===== src/hdl/rfae_pkg.sv =====
// Shared types and constants for the register file ALU executor.
package rfae_pkg;

	localparam int REGISTER_COUNT_DEF = 32;
	localparam int WORD_W             = 16;
	localparam int REG_IDX_W          = 5;
	localparam int KIND_W             = 4;
	localparam int MUL_IN_W           = 8;

	typedef logic [KIND_W-1:0]    kind_t;
	typedef logic [REG_IDX_W-1:0] reg_idx_t;
	typedef logic [WORD_W-1:0]    word_t;

	typedef enum logic [1:0] {
		STAT_WRITTEN = 2'd0,
		STAT_REFUSED = 2'd1,
		STAT_DIVZERO = 2'd2,
		STAT_UNKNOWN = 2'd3
	} status_t;

	localparam kind_t OP_ADD = 4'd0;
	localparam kind_t OP_SUB = 4'd1;
	localparam kind_t OP_MUL = 4'd2;
	localparam kind_t OP_DIV = 4'd3;
	localparam kind_t OP_AND = 4'd4;

	localparam logic [MUL_IN_W-1:0] MUL_MASK = 8'hFF;

endpackage


===== src/hdl/register_file_alu_executor.sv =====
// Register file ALU executor: one instruction at a time against a synchronous register memory.
//
//  channel | handshake              | payload
//  --------+------------------------+---------------------------------------------------
//  in      | in_valid / in_stall    | kind, dest_register, source_register,
//          |                        | operand_is_immediate, operand_register, immediate_value
//  out     | out_valid / out_stall  | status, result_value, wrote_register
//
// Both operand registers are read at the transfer edge; the result then passes through EXEC and DONE.
// ADD, SUB, MUL, AND, refusals and unknown codes go from EXEC straight to DONE; DIV first runs
// the restoring divider, one quotient bit per cycle. No new item is taken until DONE is left.
// Reset clears a valid bit per register, so an unwritten register reads as zero at once.
// A held result in the output register does not block the next transfer in; the finished
// item waits there until the output register frees, and only then is the register written.
module register_file_alu_executor #(
	parameter int REGISTER_COUNT = rfae_pkg::REGISTER_COUNT_DEF
) (
	input  logic                     clk,
	input  logic                     arst_n,
	input  logic                     in_valid,
	output logic                     in_stall,
	input  rfae_pkg::kind_t          kind,
	input  rfae_pkg::reg_idx_t       dest_register,
	input  rfae_pkg::reg_idx_t       source_register,
	input  logic                     operand_is_immediate,
	input  rfae_pkg::reg_idx_t       operand_register,
	input  rfae_pkg::word_t          immediate_value,
	output logic                     out_valid,
	input  logic                     out_stall,
	output rfae_pkg::status_t        status,
	output rfae_pkg::word_t          result_value,
	output logic                     wrote_register
);
	import rfae_pkg::*;

	localparam int AW     = $clog2(REGISTER_COUNT);
	localparam int CW     = ((AW > REG_IDX_W) ? AW : REG_IDX_W) + 1;
	localparam int DCNT_W = $clog2(WORD_W);

	typedef logic [AW-1:0] addr_t;
	typedef logic [CW-1:0] cmp_t;

	typedef enum logic [1:0] {
		S_IDLE,
		S_EXEC,
		S_DIV,
		S_DONE
	} state_t;

	state_t                   state_q;
	kind_t                    kind_q;
	reg_idx_t                 rd_q;
	logic                     use_imm_q;
	word_t                    imm_q;
	logic                     a_ok_q;
	logic                     b_ok_q;
	word_t                    a_rd_s1;
	word_t                    b_rd_s1;
	word_t                    res_q;
	status_t                  stat_q;
	word_t                    quo_q;
	word_t                    rem_q;
	word_t                    dvs_q;
	logic [DCNT_W-1:0]        cnt_q;
	logic                     out_valid_q;
	status_t                  status_q;
	word_t                    result_q;
	logic                     wrote_q;
	logic [REGISTER_COUNT-1:0] valid_q;

	word_t mem [REGISTER_COUNT];

	logic         in_xfer;
	logic         out_free;
	logic         wr_en;
	cmp_t         rs_ext;
	cmp_t         ro_ext;
	cmp_t         rd_ext;
	addr_t        rs_addr;
	addr_t        ro_addr;
	addr_t        rd_addr;
	logic         rs_in;
	logic         ro_in;
	logic         dest_ok;
	logic         kind_known;
	word_t        op_a;
	word_t        op_b;
	word_t        mul_a;
	word_t        mul_b;
	word_t        alu_res;
	logic [17:0]  trial;
	logic         q_bit;
	word_t        rem_next;
	word_t        quo_next;

	assign in_stall       = (state_q != S_IDLE);
	assign in_xfer        = in_valid && !in_stall;
	assign out_free       = !out_valid_q || !out_stall;
	assign out_valid      = out_valid_q;
	assign status         = status_q;
	assign result_value   = result_q;
	assign wrote_register = wrote_q;

	// Indices beyond the file read as zero and refuse a write.
	assign rs_ext  = CW'(source_register);
	assign ro_ext  = CW'(operand_register);
	assign rd_ext  = CW'(rd_q);
	assign rs_addr = AW'(rs_ext);
	assign ro_addr = AW'(ro_ext);
	assign rd_addr = AW'(rd_ext);
	assign rs_in   = (rs_ext < CW'(REGISTER_COUNT));
	assign ro_in   = (ro_ext < CW'(REGISTER_COUNT));
	assign dest_ok = (rd_q != '0) && (rd_ext < CW'(REGISTER_COUNT));

	assign kind_known = (kind_q <= OP_AND);
	assign op_a       = a_ok_q ? a_rd_s1 : '0;
	assign op_b       = use_imm_q ? imm_q : (b_ok_q ? b_rd_s1 : '0);
	assign mul_a      = WORD_W'(op_a[MUL_IN_W-1:0] & MUL_MASK);
	assign mul_b      = WORD_W'(op_b[MUL_IN_W-1:0] & MUL_MASK);

	always_comb begin
		case (kind_q)
			OP_ADD:  alu_res = op_a + op_b;
			OP_SUB:  alu_res = op_a - op_b;
			OP_MUL:  alu_res = mul_a * mul_b;
			default: alu_res = op_a & op_b;
		endcase
	end

	// One restoring step: shift in the next dividend bit, subtract if it fits.
	assign trial    = {1'b0, rem_q, quo_q[WORD_W-1]} - {2'b00, dvs_q};
	assign q_bit    = !trial[17];
	assign rem_next = q_bit ? trial[WORD_W-1:0] : {rem_q[WORD_W-2:0], quo_q[WORD_W-1]};
	assign quo_next = {quo_q[WORD_W-2:0], q_bit};

	assign wr_en = (state_q == S_DONE) && out_free && (stat_q == STAT_WRITTEN);

	always_ff @(posedge clk) begin
		if (in_xfer) begin
			a_rd_s1 <= mem[rs_addr];
			b_rd_s1 <= mem[ro_addr];
		end
		if (wr_en) begin
			mem[rd_addr] <= res_q;
		end
	end

	always_ff @(posedge clk or negedge arst_n) begin
		if (!arst_n) begin
			valid_q <= '0;
		end else if (wr_en) begin
			valid_q[rd_addr] <= 1'b1;
		end
	end

	always_ff @(posedge clk or negedge arst_n) begin
		if (!arst_n) begin
			state_q     <= S_IDLE;
			kind_q      <= OP_ADD;
			rd_q        <= '0;
			use_imm_q   <= 1'b0;
			imm_q       <= '0;
			a_ok_q      <= 1'b0;
			b_ok_q      <= 1'b0;
			res_q       <= '0;
			stat_q      <= STAT_WRITTEN;
			quo_q       <= '0;
			rem_q       <= '0;
			dvs_q       <= '0;
			cnt_q       <= '0;
			out_valid_q <= 1'b0;
			status_q    <= STAT_WRITTEN;
			result_q    <= '0;
			wrote_q     <= 1'b0;
		end else begin
			if (out_valid_q && !out_stall && (state_q != S_DONE)) begin
				out_valid_q <= 1'b0;
			end
			case (state_q)
				S_IDLE: begin
					if (in_xfer) begin
						kind_q    <= kind;
						rd_q      <= dest_register;
						use_imm_q <= operand_is_immediate;
						imm_q     <= immediate_value;
						a_ok_q    <= rs_in && valid_q[rs_addr];
						b_ok_q    <= ro_in && valid_q[ro_addr];
						state_q   <= S_EXEC;
					end
				end
				S_EXEC: begin
					state_q <= S_DONE;
					res_q   <= '0;
					if (!kind_known) begin
						stat_q <= STAT_UNKNOWN;
					end else if (!dest_ok) begin
						stat_q <= STAT_REFUSED;
					end else if (kind_q == OP_DIV) begin
						if (op_b == '0) begin
							stat_q <= STAT_DIVZERO;
						end else begin
							quo_q   <= op_a;
							rem_q   <= '0;
							dvs_q   <= op_b;
							cnt_q   <= DCNT_W'(WORD_W - 1);
							state_q <= S_DIV;
						end
					end else begin
						stat_q <= STAT_WRITTEN;
						res_q  <= alu_res;
					end
				end
				S_DIV: begin
					quo_q <= quo_next;
					rem_q <= rem_next;
					cnt_q <= cnt_q - 1'b1;
					if (cnt_q == '0) begin
						res_q   <= quo_next;
						stat_q  <= STAT_WRITTEN;
						state_q <= S_DONE;
					end
				end
				S_DONE: begin
					// Hold until the output register frees, then publish and write back.
					if (out_free) begin
						out_valid_q <= 1'b1;
						status_q    <= stat_q;
						result_q    <= res_q;
						wrote_q     <= (stat_q == STAT_WRITTEN);
						state_q     <= S_IDLE;
					end
				end
				default: begin
					state_q <= S_IDLE;
				end
			endcase
		end
	end

endmodule


===== config.mk =====
export PLATFORM = sky130hd
export DESIGN_NAME = register_file_alu_executor
export DESIGN_NICKNAME = d
export VERILOG_FILES = /design/src/hdl/rfae_pkg.sv /design/src/hdl/register_file_alu_executor.sv
export SDC_FILE = /design/constraint.sdc
export NUM_CORES = 1
export LEC_CHECK = 0
export BUFFER_PORTS_ARGS = -buffer_cell sky130_fd_sc_hd__buf_2
export CAP_MARGIN = 0
export CORE_MARGIN = 3
export CORE_UTILIZATION = 35
export DETAILED_ROUTE_END_ITERATION = 6
export SETUP_SLACK_MARGIN = 0.4
export SLEW_MARGIN = 20
export SYNTH_ARGS = -nofsm -noshare
export SYNTH_HDL_FRONTEND = slang
export SYNTH_SLANG_ARGS = --single-unit
export TNS_END_PERCENT = 20

===== constraint.sdc =====
create_clock -name clk -period 7.8 [get_ports clk]
set_clock_uncertainty 0.2 [all_clocks]
set_input_delay 1.95 -clock clk [delete_from_list [all_inputs] [get_ports clk]]
set_output_delay 1.95 -clock clk [all_outputs]
set_load 0.05 [all_outputs]

Yosys cells after proc, flatten, opt, wreduce, memory -nomap -nowiden
Memories as Yosys holds them, arrays and structs flattened. A register that Yosys moved wholly into a read port is not among the register bits.
Index checks and enable logic that the tools add are counted.
Storage, ports and cells
  memories kept: 1
  register bits after elaboration: 152
  bits of input ports: 40
  RAM bits: 512
  word-level logic and storage cells: 129
  output and inout bits: 21
Cells by class
  reductions and logical operators: 29
  $add $sub $neg: 4
  eq/ne operators: 15
  mux-type cells: 50
  $mul: 1
  bitwise logic cells: 3
  $lt $le $gt $ge: 8
Memory list
  mem: words 32, bits a word 16, read ports 2, clocked after memory_dff 2, wr ports 1, RTL line register_file_alu_executor.sv:71  | word_t mem [REGISTER_COUNT];
Operators by type and width (count)
  $mux 16: 16
  $pmux 16 s2: 3
  $pmux 16 s3: 1
  $lt 5x6->1 const B: 6
  $or 32x32->32: 1
  $sub 17x16->18: 1
  $add 16x16->16: 1
  $and 16x16->16: 1
  $logic_not 16->1: 1
  $mul 8x8->16: 1
  $mux 2: 8
  $mux 4: 4
  $ne 2x2->1 const B: 8
  $sub 16x16->16: 1
  $mux 1: 12
  $bmux 1 s5: 2
  $reduce_and 5->1: 2
  $logic_and 1x1->1: 9
  $eq 4x2->1 const B: 2
  $logic_not 4->1: 2
  $pmux 2 s4: 1
  $pmux 4 s2: 1
  $reduce_and 2->1: 3
  $reduce_and 3->1: 2
  other kinds (15): 21

Longest topological paths before layout
  depth after elaboration: 8
  depth in mapped cells: 22
  mapped depth without buffers: 20

Least setup slack after synthesis
No wires, ideal clock.
  path kind: reg-to-reg
  start point: reg use_imm_q
  end point: reg res_q[11]
  arrival time: 5.224 ns
  setup slack: 2.240 ns
  clock period less this slack: 5.560 ns
  data required time: 7.464 ns
  stages on the path, launching flop included: 22
  path buffers: 3
  cell sequence: dfrtp_1 clkbuf_1 clkbuf_1 a22oi_1 clkbuf_1 nand2b_1 fa_1 fa_1 inv_1 fa_1 inv_1 fa_1 inv_1 ha_1 o21ai_0 nor2_1 o31a_1 o21a_1 or3_1 a31o_2 a221oi_1 o21ai_0
On the way
  cells in the longest elaborated chain, start to end: 7
  elaborated cells between the ends (all ways): 10
  those cells by class: add/sub (2); mul (1); mux (6); bitwise (1)
RTL lines
  start, declared: RTL line register_file_alu_executor.sv:53  | logic use_imm_q;
  start signal, assigned: RTL line register_file_alu_executor.sv:184  | use_imm_q <= operand_is_immediate;
  $mux 16 (*): RTL line register_file_alu_executor.sv:117  | assign op_b = use_imm_q ? imm_q : (b_ok_q ? b_rd_s1 : '0);
  $mul 8x8->16 (tied with other cells): RTL line register_file_alu_executor.sv:125  | OP_MUL: alu_res = mul_a * mul_b;
  $pmux 16 s3 (*): RTL line register_file_alu_executor.sv:122  | case (kind_q)
  $mux 16 (*): RTL line register_file_alu_executor.sv:198  | end else if (kind_q == OP_DIV) begin
  $mux 16 (*): RTL line register_file_alu_executor.sv:196  | end else if (!dest_ok) begin
  $mux 16 (*): RTL line register_file_alu_executor.sv:194  | if (!kind_known) begin
  $pmux 16 s2 (*): RTL line register_file_alu_executor.sv:179  | case (state_q)
  end signal, assigned: RTL line register_file_alu_executor.sv:210  | res_q <= alu_res;
  end signal, assigned: RTL line register_file_alu_executor.sv:218  | res_q <= quo_next;
  end, declared: RTL line register_file_alu_executor.sv:59  | word_t res_q;
Every way passes the cells marked *; elsewhere a longest branch is shown, timed or not.
A chain may end at the register's enable or synchronous reset.

Worst setup path after layout
  start point: reg b_ok_q
  end point: reg res_q[11]
On the way
  cells in the longest elaborated chain, start to end: 8
  elaborated cells between the ends (all ways): 11
  those cells by class: add/sub (2); mul (1); mux (7); bitwise (1)
RTL lines
  start, declared: RTL line register_file_alu_executor.sv:56  | logic b_ok_q;
  start signal, assigned: RTL line register_file_alu_executor.sv:187  | b_ok_q <= ro_in && valid_q[ro_addr];
  $mux 16 (*) (2 in a row): RTL line register_file_alu_executor.sv:117
  $mul 8x8->16 (tied with other cells): RTL line register_file_alu_executor.sv:125
  $pmux 16 s3 (*): RTL line register_file_alu_executor.sv:122
  $mux 16 (*): RTL line register_file_alu_executor.sv:198
  $mux 16 (*): RTL line register_file_alu_executor.sv:196
  $mux 16 (*): RTL line register_file_alu_executor.sv:194
  $pmux 16 s2 (*): RTL line register_file_alu_executor.sv:179
Marked as above.

==> flow_summary.ini <==
[cts]
path_clk_slew_ps = 60
htree_levels = 3
numCtsBuffers = 77
clk_latency_ps = 650
clockBufferDepth = 3
cts.sinks = 696
postCtsSetupBuffers = 0
cts_tree = built
cts-root-buf = clkbuf_16
cts_resized = 0
cts-hold-fix-buffers = 0

[setup_path]
cp.arrival_ps = 6480
cpMostUsedCell = fa_1
slowest_stage = nor2b_2
r2r_setup_slack_ps = 1580
cp_cell_sequence = nor2b_2 -> a22oi_1 -> clkbuf_4 -> nand2b_1 -> fa_1 -> fa_1 -> inv_1 -> fa_1 -> inv_1 -> fa_1 -> inv_1 -> ha_1 -> o21ai_0 -> nor2_1 -> o31a_1 -> o21a_1 -> or3_1 -> a31o_2 -> a221oi_1 -> o21ai_0
worstReg2RegEnd = res_q[11]
crit_path_end_kind = register
rr_startpoint = b_ok_q
crit_required_ps = 8060
cp_top_family = adder cells
worst_path_largest_cell_delay_ps = 630
r2r_cells = 20
startpoint_type = register
setup.worst_path.class = register to register
cp_num_buf_inv = 4
critPathMaxFanout = 15

[drt]
drc = 0
postRouteAntennaNets = 0
drt-initial-drc-count = 2099
vias_per_cell = 5.79
dr_total_vias = 20900
drt_pass1_iterations = 6
drt-total-wl_um = 99400
wl_per_cell_um = 27.5

[sta]
timing_hold_violations_final = 0
maxSlewHeadroom_pct = 23.9
fin_crit_sh_pct = 79.8
hold_ws_ps = 281
fin_tns_setup_ps = 0
drv_slew = 0
rsz0062_at_grt = false
min_period_ps = 6220
tightest_slew_ps = 1110
clock.fmax_mhz = 161
setup_viol = 0

[status]
status = completed

[global_routing]
grt_use_total_pct = 19.1
grt_pass1_wl_um = 147000
overflow = 0
grt_max_degree = 91
grt_pass1_vias = 21900
antenna_found_initial = 4

[finish]
mostFrequentLayoutCell = edfxtp_1
areaGrowthSynthToFinish_pct = 13.2
drive_gt1_share_pct = 31.2
fin_util_pct = 40.3
layout_common_cells = 544 x edfxtp_1, 340 x mux4_2, 170 x nand2_1
fin_cells = 3620
fin_nets = 2424

[synth]
async_flop_share_pct = 21.8
synth_cell_types = 69
ys_warn_count = 0
syn_inst = 2217
syn-num-nets = 2370
yosysTopAreaCellShare_pct = 46.2
ys_ff_latch = 696
synth_edf_count = 544
ys.flop_type = edfxtp_1
avgSynthCellArea_um2 = 16.0
yosysTopAreaCell = edfxtp_1
seq_area_frac_synth_pct = 56.9
syn_area_um2 = 35400
ys_top_cells_by_area = edfxtp_1 46%, mux4_2 22%, dfrtp_1 11%

[power_and_ir_drop]
leakage_nw = 14.2
ir_drop_mv = 0.189
p_per_area_nw_per_um2 = 323
totalPowerFinal_mw = 12.9

[floorplanning]
ios = 61
die_w_um = 324
dieHeight_um = 324
rows = 115
fp.dieArea_um2 = 105000
core_area_um2 = 99300
start_util_pct = 35.6

[min_path]
holdPathEnd = result_value[1]
holdCritStartpoint = result_value[1]
hp-class = register to register
min_path_cells = 2

[placement]
post-place-cells = 3478
portBuffers = 60
gp_congestion = 0.898
dp_hpwl_um = 62500

[run]
maxCapViolCount = 0
per-layer routing:
| layer | up-vias | routed length, um | part of all wire (%) | global-route usage, % |
|---|---|---|---|---|
| li1 | 8831 | - | - | - |
| met1 | 11100 | 40100 | 40 | 25.4 |
| met2 | 833 | 48900 | 49 | 31.8 |
| met3 | 167 | 7010 | 7.1 | 3.51 |
| met4 | 2 | 3280 | 3.3 | 6.54 |
| met5 | - | 13 | 0.013 | 0 |
final cells by class:
cell class	instances	area, um2
fillers	8927	59200
flip-flops and latches	696	20200
clock buffers	94	2070
inverters	102	383
well taps	1287	1610
multi-input cells	1290	14500
diodes	1	2.50
clock inverters	46	628
repair buffers	104	669
worst max path at each step:
stage / end / start / cells after the start
floorplan: res_q[11] / use_imm_q / 21
global placement: res_q[11] / b_ok_q / 19
detailed placement: res_q[11] / b_ok_q / 19
CTS: res_q[11] / b_ok_q / 19
global route: res_q[11] / b_ok_q / 20
finish: res_q[11] / b_ok_q / 20
power by group:
| part | total, mW | leakage (nW) | internal (mW) | switching (mW) |
|---|---|---|---|---|
| Clock | 3.84 | 1.30 | 2.28 | 1.56 |
| Sequential | 5.35 | 6.83 | 4.77 | 0.586 |
| Combinational | 3.75 | 6.05 | 1.35 | 2.40 |
worst reg2reg max path, cell delays in order (launching register included):
cell,delay (ps)
dfrtp_1,480
nor2b_2,630
a22oi_1,280
clkbuf_4,270
nand2b_1,180
fa_1,490
fa_1,560
inv_1,60
fa_1,470
inv_1,50
fa_1,480
inv_1,50
ha_1,310
o21ai_0,90
nor2_1,90
o31a_1,290
o21a_1,190
or3_1,300
a31o_2,230
a221oi_1,250
o21ai_0,110
state kept, by name, summed over array words and instances, names as in the netlist, 4 cells and up:
name,flops
res_q,16
result_value,16
dvs_q,16
b_rd_s1,16
valid_q,32
mem,512
cnt_q,4
kind_q,4
rem_q,16
rd_addr,5
imm_q,16
a_rd_s1,16
quo_q,16
metrics by stage:
stage               worst slack [ps]  area [um2]
floorplan                       2240       35400
global placement                1320       37300
detailed placement              1140       37300
CTS                             1120       40000
global route                    1240       40000
finish                          1580       40000
Yosys cell counts, drive strengths merged, types with 8 or more instances:
master,count
edfxtp,544
mux4,340
nor2,173
nand2,170
dfrtp,152
inv,102
clkbuf,97
ha,75
o21ai,72
mux2,65
a21oi,47
fa,38
or2,35
buf,32
xnor2,29
nor3,25
mux2i,18
nor2b,15
xor2,14
o21a,13
a22oi,11
a221oi,10
a31oi,10
nand3,9
and2,8
cells by family after synthesis:
family	Yosys count	share of synthesized area, %
compound gates	237	4.45
xor+xnor	43	1.06
fa+ha+maj	114	4.83
buf+inv	231	2.62
flops	696	56.9
mux	423	24.2
simple gates	473	5.91
Note: power is estimated with default switching activity, not from simulation.
